$ cat src/rtl/fpiw_pkg.sv
// Package for the factor product index walker: sizes, register map,
// configuration and result structs, shared helper functions.
// No dependencies.
package fpiw_pkg;

    localparam int MAX_DIMS   = 4;
    localparam int INDEX_BITS = 12;
    localparam int CARD_BITS  = 6;
    localparam int NDIM_BITS  = 3;

    // APB: 64-bit data, registers at 8-byte spacing
    localparam int DATA_BITS  = 64;
    localparam int ADDR_BITS  = 6;
    localparam int RIDX_BITS  = 3;

    typedef logic [RIDX_BITS-1:0] reg_idx_t;

    localparam reg_idx_t REG_NUM_DIMS      = 3'd0;
    localparam reg_idx_t REG_DIM_SIZES     = 3'd1;
    localparam reg_idx_t REG_STRIDES_A     = 3'd2;
    localparam reg_idx_t REG_STRIDES_B     = 3'd3;
    localparam reg_idx_t REG_ELIM_SIZE     = 3'd4;
    localparam reg_idx_t REG_ELIM_STRIDE_A = 3'd5;
    localparam reg_idx_t REG_ELIM_STRIDE_B = 3'd6;

    typedef logic [INDEX_BITS-1:0] index_t;
    typedef logic [CARD_BITS-1:0]  card_t;

    typedef struct packed {
        logic [NDIM_BITS-1:0]               num_dims;
        logic [MAX_DIMS*CARD_BITS-1:0]      dim_sizes;
        logic [MAX_DIMS*INDEX_BITS-1:0]     strides_a;
        logic [MAX_DIMS*INDEX_BITS-1:0]     strides_b;
        card_t                              elim_size;
        index_t                             elim_stride_a;
        index_t                             elim_stride_b;
    } cfg_t;

    // (size-1)*stride per digit, subtracted when that digit wraps
    typedef struct packed {
        logic [MAX_DIMS-1:0][INDEX_BITS-1:0] dim_a;
        logic [MAX_DIMS-1:0][INDEX_BITS-1:0] dim_b;
        index_t                              elim_a;
        index_t                              elim_b;
    } wrap_t;

    typedef struct packed {
        index_t index_a;
        index_t index_b;
        index_t index_result;
        logic   first_term;
        logic   entry_done;
        logic   walk_done;
    } res_t;

    // last count value of a digit; a size of zero acts as one
    function automatic card_t size_m1(input card_t card);
        return (card == '0) ? '0 : card - card_t'(1);
    endfunction

    function automatic card_t dim_size(input cfg_t cfg, input int d);
        return cfg.dim_sizes[d*CARD_BITS +: CARD_BITS];
    endfunction

    function automatic index_t dim_stride_a(input cfg_t cfg, input int d);
        return cfg.strides_a[d*INDEX_BITS +: INDEX_BITS];
    endfunction

    function automatic index_t dim_stride_b(input cfg_t cfg, input int d);
        return cfg.strides_b[d*INDEX_BITS +: INDEX_BITS];
    endfunction

endpackage

$ cat src/rtl/fpiw_cfg.sv
// APB register file for the walker, plus registered wind-back products.
// Depends on fpiw_pkg.
module fpiw_cfg (
    input  logic                                clk,
    input  logic                                rst_n,
    input  logic                                psel,
    input  logic                                penable,
    input  logic                                pwrite,
    input  logic [fpiw_pkg::ADDR_BITS-1:0]      paddr,
    input  logic [fpiw_pkg::DATA_BITS-1:0]      pwdata,
    output logic [fpiw_pkg::DATA_BITS-1:0]      prdata,
    output logic                                pready,
    output fpiw_pkg::cfg_t                      cfg,
    output fpiw_pkg::wrap_t                     wrap
);

    localparam int PROD_BITS = fpiw_pkg::CARD_BITS + fpiw_pkg::INDEX_BITS;

    // elim_size = 1, all else zero; elim_size sits just above the two elim strides
    localparam fpiw_pkg::cfg_t CFG_RESET =
        fpiw_pkg::cfg_t'(1) << (2 * fpiw_pkg::INDEX_BITS);

    fpiw_pkg::cfg_t   cfg_reg;
    fpiw_pkg::wrap_t  wrap_reg;
    fpiw_pkg::wrap_t  wrap_next;
    fpiw_pkg::reg_idx_t ridx;
    logic             wr_en;

    assign pready = 1'b1;
    assign ridx   = paddr[fpiw_pkg::ADDR_BITS-1 -: fpiw_pkg::RIDX_BITS];
    assign wr_en  = psel && penable && pwrite && pready;
    assign cfg    = cfg_reg;
    assign wrap   = wrap_reg;

    always_ff @(posedge clk or negedge rst_n)
    begin
        if (!rst_n)
        begin
            cfg_reg <= CFG_RESET;
        end
        else if (wr_en)
        begin
            case (ridx)
                fpiw_pkg::REG_NUM_DIMS:
                    cfg_reg.num_dims <= pwdata[fpiw_pkg::NDIM_BITS-1:0];
                fpiw_pkg::REG_DIM_SIZES:
                    cfg_reg.dim_sizes <=
                        pwdata[fpiw_pkg::MAX_DIMS*fpiw_pkg::CARD_BITS-1:0];
                fpiw_pkg::REG_STRIDES_A:
                    cfg_reg.strides_a <=
                        pwdata[fpiw_pkg::MAX_DIMS*fpiw_pkg::INDEX_BITS-1:0];
                fpiw_pkg::REG_STRIDES_B:
                    cfg_reg.strides_b <=
                        pwdata[fpiw_pkg::MAX_DIMS*fpiw_pkg::INDEX_BITS-1:0];
                fpiw_pkg::REG_ELIM_SIZE:
                    cfg_reg.elim_size <= pwdata[fpiw_pkg::CARD_BITS-1:0];
                fpiw_pkg::REG_ELIM_STRIDE_A:
                    cfg_reg.elim_stride_a <= pwdata[fpiw_pkg::INDEX_BITS-1:0];
                fpiw_pkg::REG_ELIM_STRIDE_B:
                    cfg_reg.elim_stride_b <= pwdata[fpiw_pkg::INDEX_BITS-1:0];
                default:
                    ;
            endcase
        end
    end

    always_comb
    begin
        case (ridx)
            fpiw_pkg::REG_NUM_DIMS:
                prdata = fpiw_pkg::DATA_BITS'(cfg_reg.num_dims);
            fpiw_pkg::REG_DIM_SIZES:
                prdata = fpiw_pkg::DATA_BITS'(cfg_reg.dim_sizes);
            fpiw_pkg::REG_STRIDES_A:
                prdata = fpiw_pkg::DATA_BITS'(cfg_reg.strides_a);
            fpiw_pkg::REG_STRIDES_B:
                prdata = fpiw_pkg::DATA_BITS'(cfg_reg.strides_b);
            fpiw_pkg::REG_ELIM_SIZE:
                prdata = fpiw_pkg::DATA_BITS'(cfg_reg.elim_size);
            fpiw_pkg::REG_ELIM_STRIDE_A:
                prdata = fpiw_pkg::DATA_BITS'(cfg_reg.elim_stride_a);
            fpiw_pkg::REG_ELIM_STRIDE_B:
                prdata = fpiw_pkg::DATA_BITS'(cfg_reg.elim_stride_b);
            default:
                prdata = '0;
        endcase
    end

    // one small multiplier per digit and factor, result registered
    always_comb
    begin
        logic [PROD_BITS-1:0] pa;
        logic [PROD_BITS-1:0] pb;
        logic [PROD_BITS-1:0] sm;
        for (int d = 0; d < fpiw_pkg::MAX_DIMS; d++)
        begin
            sm = PROD_BITS'(fpiw_pkg::size_m1(fpiw_pkg::dim_size(cfg_reg, d)));
            pa = sm * PROD_BITS'(fpiw_pkg::dim_stride_a(cfg_reg, d));
            pb = sm * PROD_BITS'(fpiw_pkg::dim_stride_b(cfg_reg, d));
            wrap_next.dim_a[d] = pa[fpiw_pkg::INDEX_BITS-1:0];
            wrap_next.dim_b[d] = pb[fpiw_pkg::INDEX_BITS-1:0];
        end
        sm = PROD_BITS'(fpiw_pkg::size_m1(cfg_reg.elim_size));
        pa = sm * PROD_BITS'(cfg_reg.elim_stride_a);
        pb = sm * PROD_BITS'(cfg_reg.elim_stride_b);
        wrap_next.elim_a = pa[fpiw_pkg::INDEX_BITS-1:0];
        wrap_next.elim_b = pb[fpiw_pkg::INDEX_BITS-1:0];
    end

    always_ff @(posedge clk or negedge rst_n)
    begin
        if (!rst_n)
        begin
            wrap_reg <= '0;
        end
        else
        begin
            wrap_reg <= wrap_next;
        end
    end

endmodule

$ cat src/rtl/fpiw_step.sv
// Odometer state and combinational step: issues one term and advances
// the digit counters and A/B/result positions. Depends on fpiw_pkg.
module fpiw_step (
    input  logic             clk,
    input  logic             rst_n,
    input  logic             step,
    input  logic             restart,
    input  fpiw_pkg::cfg_t   cfg,
    input  fpiw_pkg::wrap_t  wrap,
    output fpiw_pkg::res_t   res
);

    logic [fpiw_pkg::MAX_DIMS-1:0][fpiw_pkg::CARD_BITS-1:0] digit_reg, digit_next;
    fpiw_pkg::card_t  elim_reg, elim_next;
    fpiw_pkg::index_t pos_a_reg, pos_a_next;
    fpiw_pkg::index_t pos_b_reg, pos_b_next;
    fpiw_pkg::index_t pos_r_reg, pos_r_next;

    always_comb
    begin
        logic [fpiw_pkg::MAX_DIMS-1:0][fpiw_pkg::CARD_BITS-1:0] cur_digit;
        fpiw_pkg::card_t  cur_elim;
        fpiw_pkg::index_t cur_a;
        fpiw_pkg::index_t cur_b;
        fpiw_pkg::index_t cur_r;
        logic [fpiw_pkg::NDIM_BITS:0] nd;
        logic [fpiw_pkg::MAX_DIMS-1:0] dim_last;
        logic entry_last;
        logic walk_last;
        logic carry;

        carry = 1'b0;

        // restart clears the walk before this term is issued
        cur_digit = restart ? '0 : digit_reg;
        cur_elim  = restart ? '0 : elim_reg;
        cur_a     = restart ? '0 : pos_a_reg;
        cur_b     = restart ? '0 : pos_b_reg;
        cur_r     = restart ? '0 : pos_r_reg;

        nd = ({1'b0, cfg.num_dims} > (fpiw_pkg::NDIM_BITS+1)'(fpiw_pkg::MAX_DIMS))
           ? (fpiw_pkg::NDIM_BITS+1)'(fpiw_pkg::MAX_DIMS) : {1'b0, cfg.num_dims};

        entry_last = cur_elim >= fpiw_pkg::size_m1(cfg.elim_size);
        for (int d = 0; d < fpiw_pkg::MAX_DIMS; d++)
        begin
            dim_last[d] = (d >= int'(nd))
                || (cur_digit[d] >= fpiw_pkg::size_m1(fpiw_pkg::dim_size(cfg, d)));
        end
        walk_last = entry_last && (&dim_last);

        res.index_a      = cur_a;
        res.index_b      = cur_b;
        res.index_result = cur_r;
        res.first_term   = (cur_elim == '0);
        res.entry_done   = entry_last;
        res.walk_done    = walk_last;

        digit_next = cur_digit;
        elim_next  = cur_elim;
        pos_a_next = cur_a;
        pos_b_next = cur_b;
        pos_r_next = cur_r;

        if (walk_last)
        begin
            digit_next = '0;
            elim_next  = '0;
            pos_a_next = '0;
            pos_b_next = '0;
            pos_r_next = '0;
        end
        else if (!entry_last)
        begin
            elim_next  = cur_elim + fpiw_pkg::card_t'(1);
            pos_a_next = cur_a + cfg.elim_stride_a;
            pos_b_next = cur_b + cfg.elim_stride_b;
        end
        else
        begin
            // inner digit wraps; carry ripples through the kept digits
            elim_next  = '0;
            pos_a_next = cur_a - wrap.elim_a;
            pos_b_next = cur_b - wrap.elim_b;
            carry      = 1'b1;
            for (int d = 0; d < fpiw_pkg::MAX_DIMS; d++)
            begin
                if (carry && (d < int'(nd)))
                begin
                    if (dim_last[d])
                    begin
                        digit_next[d] = '0;
                        pos_a_next    = pos_a_next - wrap.dim_a[d];
                        pos_b_next    = pos_b_next - wrap.dim_b[d];
                    end
                    else
                    begin
                        digit_next[d] = cur_digit[d] + fpiw_pkg::card_t'(1);
                        pos_a_next    = pos_a_next + fpiw_pkg::dim_stride_a(cfg, d);
                        pos_b_next    = pos_b_next + fpiw_pkg::dim_stride_b(cfg, d);
                        carry         = 1'b0;
                    end
                end
            end
            pos_r_next = cur_r + fpiw_pkg::index_t'(1);
        end
    end

    always_ff @(posedge clk or negedge rst_n)
    begin
        if (!rst_n)
        begin
            digit_reg <= '0;
            elim_reg  <= '0;
            pos_a_reg <= '0;
            pos_b_reg <= '0;
            pos_r_reg <= '0;
        end
        else if (step)
        begin
            digit_reg <= digit_next;
            elim_reg  <= elim_next;
            pos_a_reg <= pos_a_next;
            pos_b_reg <= pos_b_next;
            pos_r_reg <= pos_r_next;
        end
    end

endmodule

$ cat src/rtl/factor_product_index_walk_top.sv
// Top level of the factor product index walker: input and result registers
// around the odometer step, APB configuration. Depends on fpiw_pkg,
// fpiw_cfg, fpiw_step.
//
//   channel   handshake             payload
//   input     in_valid / in_ready   restart
//   output    out_valid / out_ready index_a, index_b, index_result,
//                                   first_term, entry_done, walk_done
//   config    APB psel/penable      paddr[5:3] = register, pwdata 64 bits
//
// One item per cycle sustained while the output is not stalled; each item
// is one term. The input register loads at the accepting edge and the
// result register when the item fires, which a stalled output can hold off.
// The odometer carry and position update resolve combinationally in that step.
// Reset clears the walk state and sets elim_size to 1, all else to zero.
// A stalled output holds its result; the input stage keeps accepting while
// the result register is free or being drained.
module factor_product_index_walk_top (
    input  logic                                clk,
    input  logic                                rst_n,
    input  logic                                in_valid,
    output logic                                in_ready,
    input  logic                                restart,
    output logic                                out_valid,
    input  logic                                out_ready,
    output logic [fpiw_pkg::INDEX_BITS-1:0]     index_a,
    output logic [fpiw_pkg::INDEX_BITS-1:0]     index_b,
    output logic [fpiw_pkg::INDEX_BITS-1:0]     index_result,
    output logic                                first_term,
    output logic                                entry_done,
    output logic                                walk_done,
    input  logic                                psel,
    input  logic                                penable,
    input  logic                                pwrite,
    input  logic [fpiw_pkg::ADDR_BITS-1:0]      paddr,
    input  logic [fpiw_pkg::DATA_BITS-1:0]      pwdata,
    output logic [fpiw_pkg::DATA_BITS-1:0]      prdata,
    output logic                                pready
);

    fpiw_pkg::cfg_t  cfg;
    fpiw_pkg::wrap_t wrap;
    fpiw_pkg::res_t  res;
    fpiw_pkg::res_t  res_reg;

    logic in_valid_reg;
    logic restart_reg;
    logic out_valid_reg;
    logic fire;

    fpiw_cfg u_cfg (
        .clk     (clk),
        .rst_n   (rst_n),
        .psel    (psel),
        .penable (penable),
        .pwrite  (pwrite),
        .paddr   (paddr),
        .pwdata  (pwdata),
        .prdata  (prdata),
        .pready  (pready),
        .cfg     (cfg),
        .wrap    (wrap)
    );

    fpiw_step u_step (
        .clk     (clk),
        .rst_n   (rst_n),
        .step    (fire),
        .restart (restart_reg),
        .cfg     (cfg),
        .wrap    (wrap),
        .res     (res)
    );

    assign fire     = in_valid_reg && (!out_valid_reg || out_ready);
    assign in_ready = !in_valid_reg || fire;

    always_ff @(posedge clk or negedge rst_n)
    begin
        if (!rst_n)
        begin
            in_valid_reg  <= 1'b0;
            out_valid_reg <= 1'b0;
        end
        else
        begin
            if (in_valid && in_ready)
            begin
                in_valid_reg <= 1'b1;
            end
            else if (fire)
            begin
                in_valid_reg <= 1'b0;
            end

            if (fire)
            begin
                out_valid_reg <= 1'b1;
            end
            else if (out_ready)
            begin
                out_valid_reg <= 1'b0;
            end
        end
    end

    always_ff @(posedge clk)
    begin
        if (in_valid && in_ready)
        begin
            restart_reg <= restart;
        end
        if (fire)
        begin
            res_reg <= res;
        end
    end

    assign out_valid    = out_valid_reg;
    assign index_a      = res_reg.index_a;
    assign index_b      = res_reg.index_b;
    assign index_result = res_reg.index_result;
    assign first_term   = res_reg.first_term;
    assign entry_done   = res_reg.entry_done;
    assign walk_done    = res_reg.walk_done;

`ifndef ASSERT_OFF
    // a stepped item always lands in the result register
    a_fire_to_out: assert property (@(posedge clk) disable iff (!rst_n)
        fire |=> out_valid_reg)
        else $error("stepped item did not reach result register");

    // the final term of the walk always closes its sum
    a_walk_entry: assert property (@(posedge clk) disable iff (!rst_n)
        (out_valid && walk_done) |-> entry_done)
        else $error("walk_done without entry_done");

    // with no summed-out variable every term is its own sum
    a_plain_product: assert property (@(posedge clk) disable iff (!rst_n)
        (out_valid && (cfg.elim_size == fpiw_pkg::card_t'(1))
            && $stable(cfg.elim_size)) |-> entry_done)
        else $error("plain product term not closing its entry");
`endif

endmodule

$ cat config.mk
export PLATFORM = sky130hd
export DESIGN_NAME = factor_product_index_walk_top
export DESIGN_NICKNAME = d
export VERILOG_FILES = /design/src/rtl/fpiw_pkg.sv /design/src/rtl/fpiw_cfg.sv /design/src/rtl/fpiw_step.sv /design/src/rtl/factor_product_index_walk_top.sv
export SDC_FILE = /design/constraint.sdc
export NUM_CORES = 2
export LEC_CHECK = 0
export ABC_AREA = 1
export BUFFER_PORTS_ARGS = -buffer_cell sky130_fd_sc_hd__buf_2
export CAP_MARGIN = 0
export CORE_MARGIN = 8
export CORE_UTILIZATION = 50
export DETAILED_ROUTE_END_ITERATION = 16
export PLACE_DENSITY = 0.75
export SYNTH_ARGS = -nofsm -noshare
export SYNTH_HDL_FRONTEND = slang
export SYNTH_SLANG_ARGS = --single-unit
export TNS_END_PERCENT = 10
$ cat constraint.sdc
create_clock -name clk -period 9.6 [get_ports clk]
set_input_delay 2.4 -clock clk [delete_from_list [all_inputs] [get_ports clk]]
set_output_delay 2.4 -clock clk [all_outputs]
set_load 0.01 [all_outputs]
-- Word level (Yosys, flattened, before mapping)
Cells that the tools add are included.
- input port bits: 78
- memory bits (writable): 0
- bits in read-only memories: 0
- logic and storage cells: 202
- memories: 0
- bits in latches: 0
- output and inout port bits: 106
- register bits after elaboration: 381
- multiplexer cells: 74
- bitwise operators: 0
- add/sub/neg operators: 31
- $lt $le $gt $ge: 14
- multiply operators: 10
- divide/modulo/power cells: 0
- shift operators: 0
- reduce and logical (&&, ||, !) cells: 33
- equal/unequal tests: 6
- operators by type and width (operator ; number):
    $mux 12 ; 37
    $pmux 48 s7 ; 1
    $add 12x12->12 ; 10
    $mul 6x12->12 ; 10
    $sub 12x12->12 ; 10
    $mux 6 ; 16
    $mux 24 ; 3
    $logic_not 6->1 ; 6
    $add 6x1->6 const B ; 5
    $ge 6x6->1 ; 5
    $sub 6x1->6 const B ; 5
    $mux 1 ; 16
    $reduce_and 2->1 ; 7
    $add 12x1->12 const B ; 1
    $eq 3x3->1 const B ; 3
    $ge 1x4->1 const A ; 2
    $ge 2x4->1 const A ; 2
    $logic_and 1x1->1 ; 8
    $lt 1x4->1 const A ; 2
    $lt 2x4->1 const A ; 2
    $eq 3x2->1 const B ; 2
    $logic_or 1x1->1 ; 6
    $reduce_and 4->1 ; 1
    $reduce_bool 2->1 ; 2
    other kinds (5) ; 6

-- Depth between registers and ports, before layout
- word-level depth: 23
- mapped depth: 57
- gate-level depth less buffers: 57

-- By module
Synthesis repeated with hierarchy kept, for this count alone.
- cell total of the unflattened synthesis: 5759
- area, all modules: 41692.5 µm²
- by module, submodules not included (module ; instances ; cells an instance ; sequential area each (µm²) ; area each (µm²)):
    fpiw_cfg ; 1 ; 3168 ; 6832.8 ; 25320.5
    fpiw_step ; 1 ; 2539 ; 1651.6 ; 15075.7
    factor_product_index_walk_top ; 1 ; 52 ; 1251.2 ; 1296.2

-- Worst setup path before layout
Ideal clock, no wire load.
- path type: register to register
- start: register u_cfg.cfg_reg, in the netlist u_cfg.cfg[126]
- end: register u_step.pos_b_reg[11]
- library setup time: 0.117 ns
- cell stages (with the launch flop): 51
- path buffers: 3
- arrival: 6.952 ns
- data required time: 9.483 ns
- slack: 2.532 ns
- period minus slack after synthesis: 7.068 ns
- path through: dfrtp_1 > inv_1 > ha_1 > nand4_1 > nand2_1 > inv_1 > clkbuf_1 > ha_1 > nand2_1 > nor2_1 > nand3_1 > nand3_1 > nor2_1 > clkbuf_1 > buf_1 > nand2_1 > o21ai_0 > ha_1 > [... 15 more ...] > o21bai_1 > a21oi_1 > o21ai_0 > nand2_1 > nand2_1 > nand2_1 > nand2_1 > nand2_1 > nand2_1 > a21oi_1 > nand2_1 > nand2_1 > nor2_1 > inv_1 > nand2_1 > nand3_1 > nand2_1 > nand2_1
- longest elaborated chain between the ends: 23
- elaborated cells on any way between the ends: 44
- those cells by class: add/sub: 7; order compare: 1; mux: 29; reduce/logical: 7
- ends and longest elaborated chain (item ; RTL line ; RTL):
    start, declared ; fpiw_cfg.sv:23 ; fpiw_pkg::cfg_t cfg_reg;
    $sub 6x1->6 or $logic_not 6->1 (tied branches) ; fpiw_pkg.sv:58 ; return (card == '0) ? '0 : card - card_t'(1);
    $mux 6 * ; fpiw_pkg.sv:58 ;
    $ge 6x6->1 * ; fpiw_step.sv:48 ; || (cur_digit[d] >= fpiw_pkg::size_m1(fpiw_pkg::dim_size(cfg, d)));
    $logic_or 1x1->1 * ; fpiw_step.sv:48 ;
    $mux 12 ; fpiw_step.sv:90 ; if (dim_last[d])
    $mux 12 ; fpiw_step.sv:88 ; if (carry && (d < int'(nd)))
    $mux 12 ; fpiw_step.sv:73 ; else if (!entry_last)
    $mux 12 ; fpiw_step.sv:65 ; if (walk_last)
    [... 7 more ...] ; -- ;
    $mux 12 ; fpiw_step.sv:88 ;
    $mux 12 ; fpiw_step.sv:73 ;
    $mux 12 ; fpiw_step.sv:65 ;
    $add 12x12->12 or $sub 12x12->12 (tied branches) ; fpiw_step.sv:100, fpiw_step.sv:94 ;
    $mux 12 ; fpiw_step.sv:90 ;
    $mux 12 ; fpiw_step.sv:88 ;
    $mux 12 ; fpiw_step.sv:73 ;
    $mux 12 * ; fpiw_step.sv:65 ;
    end signal, assigned ; fpiw_step.sv:124 ; pos_b_reg <= pos_b_next;
    end, declared ; fpiw_step.sv:16 ; fpiw_pkg::index_t pos_b_reg, pos_b_next;
Mark *: on every way between the ends. The rest lies on a longest branch, timed or not. The select of a mux whose other input is x is not followed.
A chain may end at the register's enable or synchronous reset.

-- Worst setup path after layout
- start: register u_cfg.cfg_reg, in the netlist u_cfg.cfg[126]
- end: register u_step.pos_a_reg[11]
- longest elaborated chain between the ends: 23
- elaborated cells on any way between the ends: 44
- those cells by class: add/sub: 7; order compare: 1; mux: 29; reduce/logical: 7
- ends and longest elaborated chain (item ; RTL line ; RTL):
    $sub 6x1->6 or $logic_not 6->1 (tied branches) ; fpiw_pkg.sv:58 ;
    $mux 6 * ; fpiw_pkg.sv:58 ;
    $ge 6x6->1 * ; fpiw_step.sv:48 ;
    $logic_or 1x1->1 * ; fpiw_step.sv:48 ;
    $mux 12 ; fpiw_step.sv:90 ;
    $mux 12 ; fpiw_step.sv:88 ;
    $mux 12 ; fpiw_step.sv:73 ;
    $mux 12 ; fpiw_step.sv:65 ;
    [... 7 more ...] ; -- ;
    $mux 12 ; fpiw_step.sv:88 ;
    $mux 12 ; fpiw_step.sv:73 ;
    $mux 12 ; fpiw_step.sv:65 ;
    $add 12x12->12 or $sub 12x12->12 (tied branches) ; fpiw_step.sv:99, fpiw_step.sv:93 ;
    $mux 12 ; fpiw_step.sv:90 ;
    $mux 12 ; fpiw_step.sv:88 ;
    $mux 12 ; fpiw_step.sv:73 ;
    $mux 12 * ; fpiw_step.sv:65 ;
    end signal, assigned ; fpiw_step.sv:123 ; pos_a_reg <= pos_a_next;
    end, declared ; fpiw_step.sv:15 ; fpiw_pkg::index_t pos_a_reg, pos_a_next;
Marked as above.

==> flow_summary.toml <==
[status]
outcome = "finished, final reports clean"

[sta]
clock_skew_ps = 37.90
post-route-period-util = 0.8967
tns_ps = 0
fin_crit_ps = 8608
hold_viol_final = 0
max_slew_margin = 0.1964
max_freq_mhz = 116.2
setup_viol = 0
maxSlewViolCount = 0
rsz0062_at_grt = "no"
tightest_slew_ps = 1198

[synthesis]
ys_ff_latch = 381
ys_warn_count = 0
ys_seq_area_frac = 0.2502
syn-cell-area_sq_mm = 0.03891
synth.distinct_cells = 60
synth_cells = 5103
syn_avg_cell_area_sq_um = 7.624

[worst_setup_path]
crit_family = "compound AO/OA/AOI/OAI gates"
cp.arrival_ps = 9070
end_kind = "flip-flop"
crit_type = "reg2reg"
crit_top_cell = "nand2_1"
worst_ep_required_time_ps = 10060
critPathBufInv = 8
crit_cells = 51
cp-start-kind = "flip-flop"
r2r_cells = 51
cpMaxStageDelayCell = "o21ai_0"
cp_max_fo = 15
max_stage_delay_ps = 500

[drt]
avgViaCountPerCell = 5.523
dr.pass1.iters = 6
wl_per_cell_um = 18.41
dr.first_iter.drc_count = 3217
detail-route-antenna-nets = 0
drc = 0
num_vias = 34390
routed_wl_um = 114600

[clock_tree]
clkSinkCount = 381
cts_max_level = 2
postCtsSetupBuffers = 0
cts_buffers = 48
cts_resized = 0
cts.clk_slew.worst_paths_ps = 60
ctsLongestPathBuffers = 3
cts_root_buffer = "clkbuf_16"
cts_hold_buf = 0
clk_latency_ps = 600
cts_tree = "done"

[floorplan]
ios = 184
die_h_um = 295.0
dieArea_sq_mm = 0.08700
num_rows = 102
core_sq_mm = 0.07721
initial_core_util = 0.5039
die_w_um = 295.0

[min_path]
hold_depth = 2
hp-class = "reg2reg"

[global_route]
first_global_vias = 33620
grt_usage = 0.2625
grt_overflow_total = 0
grt_max_degree = 151
grt_pass1_wl_um = 181800
antenna_found_initial = 2

[cells_and_area]
area_delta_synth_final_pct = 8.069
nets = 5852
fin_cells = 6226
layout-drive-gt1-share = 0.06095
largest_reg_flops = 153
final_common_cell = "nand2_1"
nFillCells = 7172
utilization = 0.5445
layout_common_cells = "nand2_1, inv_1, nor2_1"

[place]
port_buffers = 147
dp_cells = 6138
place_congestion = 0.9760
dp_hpwl_um = 89470

[flow_run]
maxCapViolCount = 0
[per-stage QoR]
stage | setup slack (ps) | instance area [sq um] | hold slack, ps
after global routing | 233.3 | 42040 | 512.7
after CTS | 1223 | 42040 | 482.6
after detailed placement | 1302 | 40460 | 465.7
final | 991.7 | 42050 | 484.7
after global placement | 1439 | 40460 | 464.0
after floorplan | 2532 | 38960 | 446.4
[cell families (layout without fill, tap and decap cells)]
logic type	Yosys count	count (layout)	share of synthesized area
simple gates	1932	1932	0.2010
fa+ha+maj	626	626	0.2596
flops	381	381	0.2502
xor+xnor	298	298	0.06744
other cells	2	18	0.0001930
compound gates	809	809	0.1156
buf+inv	1047	1114	0.1039
mux	8	8	0.002058
[cell type report]
type / count / area, sq um / area share
Clock buffer: 58 / 1280 / 0.03044
Sequential cell: 381 / 9736 / 0.2316
Multi-Input combinational cell: 3690 / 25210 / 0.5997
Inverter: 844 / 3171 / 0.07541
Tap cell: 1040 / 1301 / 0.03095
Clock inverter: 29 / 301.5 / 0.007172
Timing Repair Buffer: 183 / 1041 / 0.02476
Antenna cell: 1 / 2.502 / 0.00005952
[metal layers]
layer  GRT usage  vias up  routed length (um)
li1            -    16190                   -
met1      0.3513    16470               48010
met2      0.4249     1451               51550
met3     0.04361      277               10030
met4      0.1040        2                4994
met5           0        -                  20
[final timing paths]
kind / from / to / slack (ps)
worst min-delay path: u_cfg.cfg[77] / u_cfg.cfg[77] / 480
worst max-delay path: u_cfg.cfg[126] / u_step.pos_a_reg[11] / 990
worst min register to register: u_cfg.cfg[77] / u_cfg.cfg[77] / 480
worst max register to register: u_cfg.cfg[126] / u_step.pos_a_reg[11] / 990
min in group asynchronous: rst_n / u_cfg.cfg[133] / 1770
max in group asynchronous: rst_n / u_cfg.cfg[62] / 6560
[synth_stat cells, drive strengths merged]
master   instances  area [sq um]
a31oi           23         143.9
nand3b           8         60.06
edfxtp          40          1201
xnor2           74         648.1
a21o             5         37.54
a21boi           3         26.27
buf             52         302.8
o41ai            2         17.52
a31o             1         8.760
o31ai            4         30.03
nor4             5         31.28
a211oi           5         37.54
o22ai           75         469.2
a22oi           13         97.59
nand4           23         143.9
clkinv          14         53.80
o21bai          33         247.7
a221oi           5         43.79
a21oi          221          1106
o31a             2         17.52
dfrtp          340          8508
o21a             7         52.55
nor3            40         215.2
nand2         1195          4523
fa             302          6046
inv            830          3115
ha             324          4054
and2             8         52.55
clkbuf         151         571.8
dfstp            1         26.28
o21ai          381          1914
mux2i            8         80.08
conb             2         7.510
xor2           223          1953
o2111ai          4         35.03
nor2           426          1612
nand3          209          1069
o211ai           6         45.04
o32ai            9         78.83
or2             18         112.6
xnor3            1         22.52
o221ai          10         87.58
[tightest hold or removal path: cells and delay by family (launching register included)]
| kind | cells | cell delay [ps] |
|---|---|---|
| and+or+nand+nor | 1 | 50 |
| AOI/OAI and AO/OA | 1 | 60 |
| DFF | 1 | 340 |
Power is not shown: default switching activity piles up to over one toggle a cycle in this logic, so the estimate is an artifact.
